[config.mk]
export PLATFORM = sky130hd
export DESIGN_NAME = swap_victim_selector_unit
export DESIGN_NICKNAME = d
export VERILOG_FILES = /design/src/svs_pkg.sv /design/src/swap_victim_selector_unit.sv /design/src/svs_ram.sv /design/src/svs_ctrl.sv /design/src/svs_datapath.sv
export VERILOG_INCLUDE_DIRS = /design/src /design/src/src
export SDC_FILE = /design/constraint.sdc
export NUM_CORES = 1
export LEC_CHECK = 0
export BUFFER_PORTS_ARGS = -buffer_cell sky130_fd_sc_hd__buf_2
export CORE_ASPECT_RATIO = 0.75
export CORE_MARGIN = 5
export CORE_UTILIZATION = 65
export DETAILED_ROUTE_END_ITERATION = 7
export GPL_TIMING_DRIVEN = 0
export PLACE_DENSITY = 0.82
export SETUP_SLACK_MARGIN = 0.2
export SLEW_MARGIN = 20
export SYNTH_ARGS = -nofsm -noshare
export SYNTH_HDL_FRONTEND = slang
export SYNTH_SLANG_ARGS = --single-unit
[constraint.sdc]
create_clock -name clk -period 8 [get_ports clk]
set_input_delay 0 -clock clk [delete_from_list [all_inputs] [get_ports clk]]
set_output_delay 0 -clock clk [all_outputs]
set_load 0.005 [all_outputs]
[src/swap_victim_selector_unit_defines.svh]
// Assertion macros used by the swap victim selector datapath.
`ifndef SWAP_VICTIM_SELECTOR_UNIT_DEFINES_SVH
`define SWAP_VICTIM_SELECTOR_UNIT_DEFINES_SVH

// Same-cycle implication, checked on clk outside of reset.
`define SVS_ASSERT_NOW(lbl, ante, cons, msg) \
	lbl: assert property (@(posedge clk) disable iff (!arst_n) (ante) |-> (cons)) \
		else $error(msg);

// Next-cycle implication, checked on clk outside of reset.
`define SVS_ASSERT_NEXT(lbl, ante, cons, msg) \
	lbl: assert property (@(posedge clk) disable iff (!arst_n) (ante) |=> (cons)) \
		else $error(msg);

`endif

[src/svs_pkg.sv]
// Shared types, constants and helper functions of the swap victim selector.
package svs_pkg;

	// Size of the slot table.
	localparam int NUM_SLOTS = 16;
	localparam int SLOT_W    = (NUM_SLOTS > 1) ? $clog2(NUM_SLOTS) : 1;
	localparam int FIELD_W   = 4;
	localparam int IDX_W     = (SLOT_W > FIELD_W) ? SLOT_W : FIELD_W;
	localparam int STAMP_W   = 16;
	localparam int STATUS_W  = 4;
	localparam int CFG_IDX_W = 2;

	typedef logic [SLOT_W-1:0]   slot_t;
	typedef logic [FIELD_W-1:0]  field_slot_t;
	typedef logic [STATUS_W-1:0] status_t;
	typedef logic [STAMP_W-1:0]  stamp_t;

	localparam slot_t LAST_SLOT = SLOT_W'(NUM_SLOTS - 1);

	// Item command codes.
	localparam logic CMD_WRITE  = 1'b0;
	localparam logic CMD_SELECT = 1'b1;

	// Configuration register indexes.
	localparam logic [CFG_IDX_W-1:0] CFG_READY_CODE = 2'd0;
	localparam logic [CFG_IDX_W-1:0] CFG_FORK_CODE  = 2'd1;

	localparam status_t READY_CODE_RST = 4'd1;
	localparam status_t FORK_CODE_RST  = 4'd5;

	// Result kinds.
	typedef enum logic [1:0] {
		KIND_WAITER  = 2'd0,
		KIND_CURRENT = 2'd1,
		KIND_READY   = 2'd2,
		KIND_NONE    = 2'd3
	} victim_kind_t;

	// One table entry as stored in the slot RAM.
	typedef struct packed {
		logic    resident;
		status_t status;
		stamp_t  stamp;
	} svs_entry_t;

	localparam int ENTRY_W = $bits(svs_entry_t);

	// Commands from the controller to the datapath.
	typedef struct packed {
		logic write;
		logic load;
		logic issue;
		logic finish;
	} svs_cmd_t;

	// Status from the datapath to the controller.
	typedef struct packed {
		logic last_issue;
		logic out_free;
	} svs_sts_t;

	// Map of a 4-bit start slot into the table range.
	typedef slot_t start_map_t [2**FIELD_W];

	function automatic start_map_t build_start_map();
		start_map_t m;
		for (int i = 0; i < 2**FIELD_W; i++) begin
			m[i] = SLOT_W'(i % NUM_SLOTS);
		end
		return m;
	endfunction

	localparam start_map_t START_MAP = build_start_map();

	// Reduce a table slot number to the 4-bit result field.
	function automatic field_slot_t to_field(slot_t s);
		logic [IDX_W-1:0] w;
		w = IDX_W'(s);
		return w[FIELD_W-1:0];
	endfunction

endpackage

[src/swap_victim_selector_unit.sv]
// A write is accepted in the idle state and goes straight into the slot table. A select
// loads its parameters, scans the whole table through its read port, one slot per
// cycle, drains the last read and then loads the result register, later if the previous
// result is still waiting. One item is handled at a time: the next transaction is accepted
// only once the block is back in the idle state. Reset marks every slot unwritten through
// per-slot written flags, so it counts as not resident, and loads the status codes with 1 and 5.
module swap_victim_selector_unit (
	input  logic                           clk,
	input  logic                           arst_n,
	input  logic                           in_valid,
	output logic                           in_ready,
	input  logic                           cmd,
	input  logic [svs_pkg::FIELD_W-1:0]    slot_index,
	input  logic                           resident,
	input  logic [svs_pkg::STATUS_W-1:0]   status_code,
	input  logic [svs_pkg::STAMP_W-1:0]    wait_stamp,
	input  logic [svs_pkg::STAMP_W-1:0]    wait_now,
	input  logic [svs_pkg::FIELD_W-1:0]    current_slot,
	input  logic [svs_pkg::FIELD_W-1:0]    start_slot,
	input  logic                           not_self,
	output logic                           out_valid,
	input  logic                           out_ready,
	output logic [svs_pkg::FIELD_W-1:0]    victim_slot,
	output logic [1:0]                     victim_kind,
	input  logic                           cfg_valid,
	output logic                           cfg_ready,
	input  logic [svs_pkg::CFG_IDX_W-1:0]  cfg_index,
	input  logic [svs_pkg::STATUS_W-1:0]   cfg_data
);

	import svs_pkg::*;

	svs_cmd_t ctl;
	svs_sts_t sts;

	// Configuration writes are always taken.
	assign cfg_ready = 1'b1;

	svs_ctrl u_ctrl (
		.clk     (clk),
		.arst_n  (arst_n),
		.in_valid(in_valid),
		.in_ready(in_ready),
		.cmd     (cmd),
		.sts     (sts),
		.ctl     (ctl)
	);

	svs_datapath u_datapath (
		.clk         (clk),
		.arst_n      (arst_n),
		.ctl         (ctl),
		.sts         (sts),
		.cfg_valid   (cfg_valid),
		.cfg_index   (cfg_index),
		.cfg_data    (cfg_data),
		.slot_index  (slot_index),
		.resident    (resident),
		.status_code (status_code),
		.wait_stamp  (wait_stamp),
		.wait_now    (wait_now),
		.current_slot(current_slot),
		.start_slot  (start_slot),
		.not_self    (not_self),
		.out_valid   (out_valid),
		.out_ready   (out_ready),
		.victim_slot (victim_slot),
		.victim_kind (victim_kind)
	);

endmodule

[src/svs_ram.sv]
// Generic single-write, single-read RAM with a registered read port.
module svs_ram #(
	parameter int WIDTH = 8,
	parameter int DEPTH = 16,
	localparam int ADDR_W = (DEPTH > 1) ? $clog2(DEPTH) : 1
) (
	input  logic              clk,
	input  logic              wr_en,
	input  logic [ADDR_W-1:0] wr_addr,
	input  logic [WIDTH-1:0]  wr_data,
	input  logic              rd_en,
	input  logic [ADDR_W-1:0] rd_addr,
	output logic [WIDTH-1:0]  rd_data
);

	logic [WIDTH-1:0] mem_q [DEPTH];

	// Write port.
	always_ff @(posedge clk) begin
		if (wr_en) begin
			mem_q[wr_addr] <= wr_data;
		end
	end

	// Registered read port.
	always_ff @(posedge clk) begin
		if (rd_en) begin
			rd_data <= mem_q[rd_addr];
		end
	end

endmodule

[src/svs_ctrl.sv]
// Controller state machine that sequences table writes and victim scans.
module svs_ctrl (
	input  logic               clk,
	input  logic               arst_n,
	input  logic               in_valid,
	output logic               in_ready,
	input  logic               cmd,
	input  svs_pkg::svs_sts_t  sts,
	output svs_pkg::svs_cmd_t  ctl
);

	import svs_pkg::*;

	typedef enum logic [3:0] {
		ST_IDLE   = 4'b0001,
		ST_SCAN   = 4'b0010,
		ST_DRAIN  = 4'b0100,
		ST_RESULT = 4'b1000
	} state_t;

	state_t state_q, state_d;

	// Next state and command decode.
	always_comb begin
		state_d  = state_q;
		in_ready = 1'b0;
		ctl      = '0;
		unique case (state_q)
			ST_IDLE: begin
				in_ready = 1'b1;
				if (in_valid) begin
					if (cmd == CMD_WRITE) begin
						ctl.write = 1'b1;
					end else begin
						ctl.load = 1'b1;
						state_d  = ST_SCAN;
					end
				end
			end
			ST_SCAN: begin
				ctl.issue = 1'b1;
				if (sts.last_issue) begin
					state_d = ST_DRAIN;
				end
			end
			ST_DRAIN: begin
				state_d = ST_RESULT;
			end
			ST_RESULT: begin
				if (sts.out_free) begin
					ctl.finish = 1'b1;
					state_d    = ST_IDLE;
				end
			end
			default: begin
				state_d = ST_IDLE;
			end
		endcase
	end

	// State register.
	always_ff @(posedge clk or negedge arst_n) begin
		if (!arst_n) begin
			state_q <= ST_IDLE;
		end else begin
			state_q <= state_d;
		end
	end

endmodule

[src/svs_datapath.sv]
// Datapath: slot table, scan pointer, best-candidate registers and result register.
module svs_datapath (
	input  logic                                 clk,
	input  logic                                 arst_n,
	input  svs_pkg::svs_cmd_t                    ctl,
	output svs_pkg::svs_sts_t                    sts,
	input  logic                                 cfg_valid,
	input  logic [svs_pkg::CFG_IDX_W-1:0]        cfg_index,
	input  logic [svs_pkg::STATUS_W-1:0]         cfg_data,
	input  logic [svs_pkg::FIELD_W-1:0]          slot_index,
	input  logic                                 resident,
	input  logic [svs_pkg::STATUS_W-1:0]         status_code,
	input  logic [svs_pkg::STAMP_W-1:0]          wait_stamp,
	input  logic [svs_pkg::STAMP_W-1:0]          wait_now,
	input  logic [svs_pkg::FIELD_W-1:0]          current_slot,
	input  logic [svs_pkg::FIELD_W-1:0]          start_slot,
	input  logic                                 not_self,
	output logic                                 out_valid,
	input  logic                                 out_ready,
	output logic [svs_pkg::FIELD_W-1:0]          victim_slot,
	output logic [1:0]                           victim_kind
);

	import svs_pkg::*;

	`include "swap_victim_selector_unit_defines.svh"

	// Configuration registers.
	status_t ready_code_q, fork_code_q;

	// Select parameters held for the scan.
	stamp_t      now_q;
	field_slot_t cur_q;
	logic        not_self_q;

	// Scan pointer and issue count.
	slot_t pos_q, cnt_q;

	// Read pipeline.
	logic       rd_vld_s1, ent_vld_s1;
	slot_t      pos_s1;
	logic [ENTRY_W-1:0] rd_data;
	svs_entry_t rd_ent;

	// Per-slot written flags; an unwritten slot counts as not resident.
	logic entry_vld_q [NUM_SLOTS];

	// Best candidates.
	logic   have_wait_q, have_ready_q;
	stamp_t best_age_q;
	slot_t  wait_slot_q, ready_slot_q;

	// Result register.
	logic         out_valid_q;
	field_slot_t  victim_slot_q;
	victim_kind_t victim_kind_q;

	logic         wr_en;
	slot_t        wr_addr;
	svs_entry_t   wr_ent;
	logic         is_res, is_cur, is_ready, is_wait, take_wait;
	stamp_t       age;
	field_slot_t  res_slot;
	victim_kind_t res_kind;

	// Table write, dropped when the slot lies beyond the table.
	assign wr_en   = ctl.write && (32'(slot_index) < 32'(NUM_SLOTS));
	assign wr_addr = SLOT_W'(slot_index);
	assign wr_ent  = '{resident: resident, status: status_code, stamp: wait_stamp};

	svs_ram #(
		.WIDTH(ENTRY_W),
		.DEPTH(NUM_SLOTS)
	) u_table (
		.clk    (clk),
		.wr_en  (wr_en),
		.wr_addr(wr_addr),
		.wr_data(wr_ent),
		.rd_en  (ctl.issue),
		.rd_addr(pos_q),
		.rd_data(rd_data)
	);

	assign rd_ent = svs_entry_t'(rd_data);

	// Written flags, cleared by reset.
	always_ff @(posedge clk or negedge arst_n) begin
		if (!arst_n) begin
			for (int i = 0; i < NUM_SLOTS; i++) begin
				entry_vld_q[i] <= 1'b0;
			end
		end else if (wr_en) begin
			entry_vld_q[wr_addr] <= 1'b1;
		end
	end

	// Configuration writes; unknown indexes are ignored.
	always_ff @(posedge clk or negedge arst_n) begin
		if (!arst_n) begin
			ready_code_q <= READY_CODE_RST;
			fork_code_q  <= FORK_CODE_RST;
		end else if (cfg_valid) begin
			if (cfg_index == CFG_READY_CODE) begin
				ready_code_q <= cfg_data;
			end else if (cfg_index == CFG_FORK_CODE) begin
				fork_code_q <= cfg_data;
			end
		end
	end

	// Select parameters and scan pointer.
	always_ff @(posedge clk) begin
		if (ctl.load) begin
			now_q      <= wait_now;
			cur_q      <= current_slot;
			not_self_q <= not_self;
			pos_q      <= START_MAP[start_slot];
			cnt_q      <= '0;
		end else if (ctl.issue) begin
			pos_q <= (pos_q == LAST_SLOT) ? '0 : pos_q + 1'b1;
			cnt_q <= cnt_q + 1'b1;
		end
	end

	assign sts.last_issue = (cnt_q == LAST_SLOT);

	// Read pipeline tracking.
	always_ff @(posedge clk or negedge arst_n) begin
		if (!arst_n) begin
			rd_vld_s1 <= 1'b0;
		end else begin
			rd_vld_s1 <= ctl.issue;
		end
	end

	always_ff @(posedge clk) begin
		if (ctl.issue) begin
			pos_s1     <= pos_q;
			ent_vld_s1 <= entry_vld_q[pos_q];
		end
	end

	// Classify the slot that just came out of the table.
	always_comb begin
		is_res    = ent_vld_s1 && rd_ent.resident;
		is_cur    = (IDX_W'(pos_s1) == IDX_W'(cur_q));
		is_ready  = (rd_ent.status == ready_code_q);
		is_wait   = (rd_ent.status > ready_code_q) && (rd_ent.status <= fork_code_q);
		age       = now_q - rd_ent.stamp;
		take_wait = rd_vld_s1 && is_res && !is_cur && is_wait
			&& (!have_wait_q || (age >= best_age_q));
	end

	// Best waiter and last ready slot.
	always_ff @(posedge clk or negedge arst_n) begin
		if (!arst_n) begin
			have_wait_q  <= 1'b0;
			have_ready_q <= 1'b0;
		end else if (ctl.load) begin
			have_wait_q  <= 1'b0;
			have_ready_q <= 1'b0;
		end else begin
			if (take_wait) begin
				have_wait_q <= 1'b1;
			end
			if (rd_vld_s1 && is_res && !is_cur && is_ready) begin
				have_ready_q <= 1'b1;
			end
		end
	end

	always_ff @(posedge clk) begin
		if (take_wait) begin
			best_age_q  <= age;
			wait_slot_q <= pos_s1;
		end
		if (rd_vld_s1 && is_res && !is_cur && is_ready) begin
			ready_slot_q <= pos_s1;
		end
	end

	// Final choice.
	always_comb begin
		priority if (have_wait_q) begin
			res_slot = to_field(wait_slot_q);
			res_kind = KIND_WAITER;
		end else if (!not_self_q) begin
			res_slot = cur_q;
			res_kind = KIND_CURRENT;
		end else if (have_ready_q) begin
			res_slot = to_field(ready_slot_q);
			res_kind = KIND_READY;
		end else begin
			res_slot = '0;
			res_kind = KIND_NONE;
		end
	end

	// Result register with its handshake.
	always_ff @(posedge clk or negedge arst_n) begin
		if (!arst_n) begin
			out_valid_q <= 1'b0;
		end else if (ctl.finish) begin
			out_valid_q <= 1'b1;
		end else if (out_ready) begin
			out_valid_q <= 1'b0;
		end
	end

	always_ff @(posedge clk) begin
		if (ctl.finish) begin
			victim_slot_q <= res_slot;
			victim_kind_q <= res_kind;
		end
	end

	assign sts.out_free = !out_valid_q || out_ready;
	assign out_valid    = out_valid_q;
	assign victim_slot  = victim_slot_q;
	assign victim_kind  = victim_kind_q;

	// A result is only loaded when the previous one is gone or leaving.
	`SVS_ASSERT_NOW(a_finish_free, ctl.finish, !out_valid_q || out_ready, "result overwritten")
	// A new scan never starts while a table read is still in flight.
	`SVS_ASSERT_NOW(a_load_quiet, ctl.load, !rd_vld_s1 && !ctl.issue, "scan overlaps read")
	// A result of kind none always carries slot zero.
	`SVS_ASSERT_NEXT(a_none_zero, ctl.finish && !have_wait_q && not_self_q && !have_ready_q,
		victim_slot_q == '0 && victim_kind_q == KIND_NONE, "bad empty result")

endmodule

# Yosys cells after proc, flatten, opt, wreduce, memory -nomap -nowiden
# Memory sizes are Yosys's and may differ from the RTL's. A register that Yosys moved wholly into a read port is not among the register bits.
# Index checks and enable logic that the tools add are counted.
[word_totals]
output_inout_bits = 9
elab_cells = 125
ram_bits = 336
mem_count = 2
input_bits = 62
regBits = 96
mem_bits_ro = 64
[mem_list]
columns = ["memory", "words", "word_bits", "rd", "rd_clocked_by_memory_dff", "wr", "line_no", "rtl"]
rows = [
  ["u_datapath.u_table.mem_q", 16, 21, 1, 1, 1, "svs_ram.sv:16", "logic [WIDTH-1:0] mem_q [DEPTH];"],
  ["(name not given)", 16, 4, 1, 0, 0, "svs_datapath.sv:117", "pos_q <= START_MAP[start_slot];"],
]
[classes]
n_addsub = 3
magnitude_cmp = 7
n_mux = 36
bitwise = 6
n_reduce_logical = 22
eq_ne = 13
[op_table]
columns = ["op", "n"]
rows = [
  ["$mux W4", 12],
  ["$mux W1", 19],
  ["$ge A16 B16 Y1", 1],
  ["$or A16 B16 Y16", 1],
  ["$pmux W4 S4", 1],
  ["$sub A16 B16 Y16", 1],
  ["$ge A5 B5 Y1 const B", 3],
  ["$not A4 Y5", 3],
  ["$eq A4 B4 Y1 const B", 3],
  ["$add A4 B1 Y4 const B", 2],
  ["$eq A4 B4 Y1", 2],
  ["$logic_and A1 B1 Y1", 8],
  ["$ne A2 B2 Y1 const B", 4],
  ["$reduce_bool A2 Y1", 4],
  ["$lt A5 B1 Y1 const B", 1],
  ["$bmux W1 S4", 1],
  ["$demux W1 S4", 1],
  ["$eq A4 B1 Y1 const B", 1],
  ["$eq A4 B2 Y1 const B", 1],
  ["$eq A4 B3 Y1 const B", 1],
  ["$gt A4 B4 Y1", 1],
  ["$le A4 B4 Y1", 1],
  ["$mux W2", 2],
  ["$reduce_and A4 Y1", 1],
  ["other kinds (8)", 12],
]

# Depth between registers and ports, before layout
[logic_depth]
depth_word = 7
mapped_depth = 14
depth_no_buf = 14

# Cells and area by module
# Synthesis repeated with hierarchy kept, for this count alone.
[unflattened]
cells_unflattened = 964
area_unflattened_um2 = 18400.1
[modules_own_cells]
columns = ["mod", "n_inst", "area_each_um2", "seq_area_each_um2", "cells_per_inst"]
rows = [
  ["svs_ram", 1, 13487.9, 10720.3, 557],
  ["svs_datapath", 1, 4695.8, 2586.2, 387],
  ["svs_ctrl", 1, 205.2, 101.3, 18],
  ["swap_victim_selector_unit", 1, 11.3, 0.0, 2],
]

# Least setup slack after synthesis
# No wires, ideal clock.
[synth_timing]
path_type = "reg2reg"
start = "register u_datapath.u_table.rd_data[0] (read register of u_datapath.u_table.mem_q)"
end = "register u_datapath.best_age_q[0], enable pin"
synth_period_minus_slack_ps = 4088
required_ps = 7591
path_slack_ps = 3912
t_arrival_ps = 3679
stages_incl_launch_ff = 13
cell_sequence = "edfxtp_1 > ha_1 > fa_1 > nand2b_1 > a211oi_1 > nor2_1 > a2111oi_0 > nor2_1 > ha_1 > nand4_1 > a21oi_1 > nor3_1 > a31oi_1"
[synth_between]
elab_chain_cells = 4
[synth_lines]
columns = ["element", "line_no", "rtl"]
rows = [
  ["from (decl)", "svs_ram.sv:13", "output logic [WIDTH-1:0] rd_data"],
  ["$sub A16 B16 Y16", "svs_datapath.sv:149", "age = now_q - rd_ent.stamp;"],
  ["net u_datapath.age[14]", "svs_datapath.sv:62", "stamp_t age;"],
  ["$ge A16 B16 Y1", "svs_datapath.sv:151", "&& (!have_wait_q || (age >= best_age_q));"],
  ["$logic_or A1 B1 Y1", "svs_datapath.sv:151", ""],
  ["$logic_and A1 B1 Y1", "svs_datapath.sv:151", ""],
  ["net u_datapath.take_wait", "svs_datapath.sv:61", "logic is_res, is_cur, is_ready, is_wait, take_wait;"],
  ["to (signal assigned)", "svs_datapath.sv:174", "best_age_q <= age;"],
  ["to (decl)", "svs_datapath.sv:50", "stamp_t best_age_q;"],
]
# The timed path passes the listed nets, and every way through them passes these cells.
# A chain may end at the register's enable or synchronous reset.

# Worst setup path after layout
[layout_timing]
start = "register u_datapath.u_table.rd_data[0] (read register of u_datapath.u_table.mem_q)"
end = "register u_datapath.best_age_q[3], enable pin"
# Same word-level chain as after synthesis.

==> metrics.txt <==
status=finished, final reports clean; post-synth top area share=around two thirds; placer congestion estimate=~0.85; ANT cells=0; area delta synth->final=18.29%; Clock Skews=0.02982 ns; arrival time at the worst endpoint=4.31 ns; Register Area=13,410 sq um; grt ovf=0; Seq cells post-synth=roughly 450; Total GRT Usage=30.33%; Setup-failing EPs final=0; initial DRC count=1,205; leak pwr=between 7 and 8 nW; Synth async-reset ratio=under 10%; full die area=31,920 sq um; Max Slew Vio Count=0; row cnt=between 50 and 60; leading area contributor after synthesis=edfxtp_1; sequential area share after synthesis=between 70% and 80%; top_reg_cell synth=edfxtp_1; initial core utilization=65.99%; reg2reg path depth=12; DRC=0; Critical Path Start=u_datapath.u_table.rd_data[0]; Synth area leaders=edfxtp_1 (68%), mux4_2 (10%), dfrtp_1 (3.8%), mux4_1 (3.4%), ha_1 (2.8%); first-pass GRT wire length=69.30 mm; Routed Antenna Nets=0; clock root buffer=clkbuf_16; Finished Layout Cells=1,560; DIE HEIGHT=156.0 um; Final Core Density=between 70% and 80%; Worst-Skew Late Latency=0.56 ns; Setup Fix Bufs, Post-CTS=0; max cap viols=0; hold crit path type=in -> async; Synth Instances=about 940; IO Pins=71; flop2flop setup slack=3.86 ns; clk buf depth=3; Post-synth EDFFs=417; Period minus WS final=4.144 ns; initial antenna violation count=2; pwr/cell area=274.3 nW/um^2; worst reg2reg path startpoint=u_datapath.u_table.rd_data[0]; Period Utilization, post-route=between 50 and 60%; DPL Wire Length=27.15 mm; Crit Path Class=reg -> reg; Placed Cells=1,421; R2R Path End=u_datapath.best_age_q[3]; Startpoint Class=register; net count after synthesis=1,046; RSZ-0062 raised after global routing=no; average size of a mapped cell=between 15 and 20 sq um; Sink Count=between 400 and 500; Pre-antenna DRT Iters=6; commonest non-fill, non-tap cell in the layout=edfxtp_1; Syn. warnings=0; core area=roughly 28,000 sq um; worst slew pin tran=1.034 ns; port bufs=69; Layout fillers=1,405; setup TNS=0 ns; Slew Limit Headroom=31.05%; DRT Wirelength=47.35 mm; number of global-route vias before repair=10,660; Vias/cell=6.604; Worst Path Required=a little over 8 ns; via count=10,300; Clock transition at path regs=0.07 ns; Final Hold Viols=0; FMAX=about 240 MHz; worst vdd ir=200.2 uV; H-tree levels=2; Die Wd=204.6 um; largest net degree at the start of global routing=33; Multi-input gate area=4782 sq um; Routed wire per std cell=30.35 um; most frequent cells in the layout=edfxtp_1 (417), mux4_2 (86), buf_2 (77), dlygate4sd3_1 (66), inv_1 (47); Synth Cell Area=18,470 sq um; Final nets=1,249; worst-path maximum fanout=20; Cell variety after synth=57; total CTS buffers=41; endpoint class of the critical path=register; CTS tree=yes; post-CTS sizing=0; layout cells sized above 1=26.04%; crit path to=u_datapath.best_age_q[3]
routing by layer:
metal / GRT usage (%) / vias to the layer above / share of wire [%]
li1: - / 4212 / -
met1: 38.87 / 5221 / 35
met2: 50.95 / 686 / 50
met3: 7.814 / 181 / 11
met4: 11.83 / 2 / 4.4
met5: 0 / - / 0.025
synth_stat cells (4+ instances only):
master	number
a21oi_1	22
o21ai_0	19
a31oi_1	9
inv_1	47
o21a_1	4
or2_2	17
dfxtp_1	4
nand4_1	12
buf_6	7
dfstp_2	4
nand3_1	7
mux4_2	86
a21o_1	6
o211ai_1	6
edfxtp_1	417
xor2_1	7
buf_4	6
nor2_1	34
nand2b_1	5
mux4_1	24
dfrtp_1	28
nor2b_1	11
buf_2	8
a211oi_1	5
clkbuf_1	15
ha_1	41
mux2_2	7
xnor2_1	12
nor3_1	9
nand2_1	27
worst max-delay path, cell delays in order (launching register included):
cell       delay (ns)
edfxtp_1         0.37
ha_1             0.24
fa_1             0.46
nand2b_1         0.21
a211oi_1         0.26
nor2_1           0.17
a2111oi_0        0.47
nor2_1           0.14
ha_1             0.33
nand4_1          0.13
nor2_1           0.15
o31ai_1          0.13
a31oi_4          0.70
cell type report:
type,count,share of cell area [%]
Tap cell,385,2.205
Multi-Input combinational cell,404,21.89
Clock inverter,21,1.019
Inverter,47,0.8076
Timing Repair Buffer,160,6.632
Buffer,38,1.042
Clock buffer,52,5.029
Sequential cell,453,61.37
how the worst min path moves through the flow:
stage / start / end / cells after the start
finish: arst_n / u_datapath.entry_vld_q[2] / 2
global route: slot_index[3] / u_datapath.u_table.mem_q[1][19] / 3
CTS: slot_index[3] / u_datapath.u_table.mem_q[1][18] / 3
detailed placement: arst_n / u_datapath.have_ready_q / 1
global placement: arst_n / u_datapath.out_valid / 1
floorplan: arst_n / u_ctrl.state_q[1] / 0
sequential cells by signal, indices dropped and copies added (netlist names), 2 cells and up:
register                    count
u_datapath.ready_code_q         4
u_datapath.fork_code_q          4
u_datapath.u_table.rd_data     21
u_datapath.pos_q                4
u_datapath.wait_slot_q          4
u_datapath.pos_s1               4
u_datapath.cur_q                4
u_datapath.cnt_q                4
u_datapath.entry_vld_q         16
u_datapath.ready_slot_q         4
u_datapath.best_age_q          16
u_ctrl.state_q                  4
u_datapath.victim_slot          4
u_datapath.u_table.mem_q      336
u_datapath.victim_kind          2
u_datapath.now_q               16
logic make-up after synthesis:
kind of cell,after synthesis,synth area share (%)
flops,453,72.60
simple gates,141,4.173
mux,119,14.44
buf+inv,85,2.188
compound gates,82,2.791
fa+ha+maj,42,2.886
xor+xnor,19,0.9011
other cells,1,0.02031
power breakdown:
group	switching [mW]	total (mW)	internal [mW]
registers	0.0705	2.82	2.75
clock network	0.864	1.97	1.11
logic	0.661	1.20	0.543
total	1.60	5.99	4.40
stage by stage:
step	setup slack [ns]	area, sq um	hold WS, ns	power, mW
2_1_floorplan	3.912	18470	-0.2956	3.604
3_3_place_gp	2.864	19290	0.09887	3.890
3_5_place_dp	3.921	19860	0.1175	3.958
4_1_cts	3.835	21850	0.05854	5.936
5_1_grt	3.608	21850	0.07643	6.194
6_report	3.856	21850	0.07257	5.993
what timing repair did:
action                                 4_1_cts  5_1_grt
endpoints found under the hold margin      413        0
setup endpoints to repair                    0        0
hold buffers                                66        0
No activity file was read; power rests on OpenSTA's default activity.
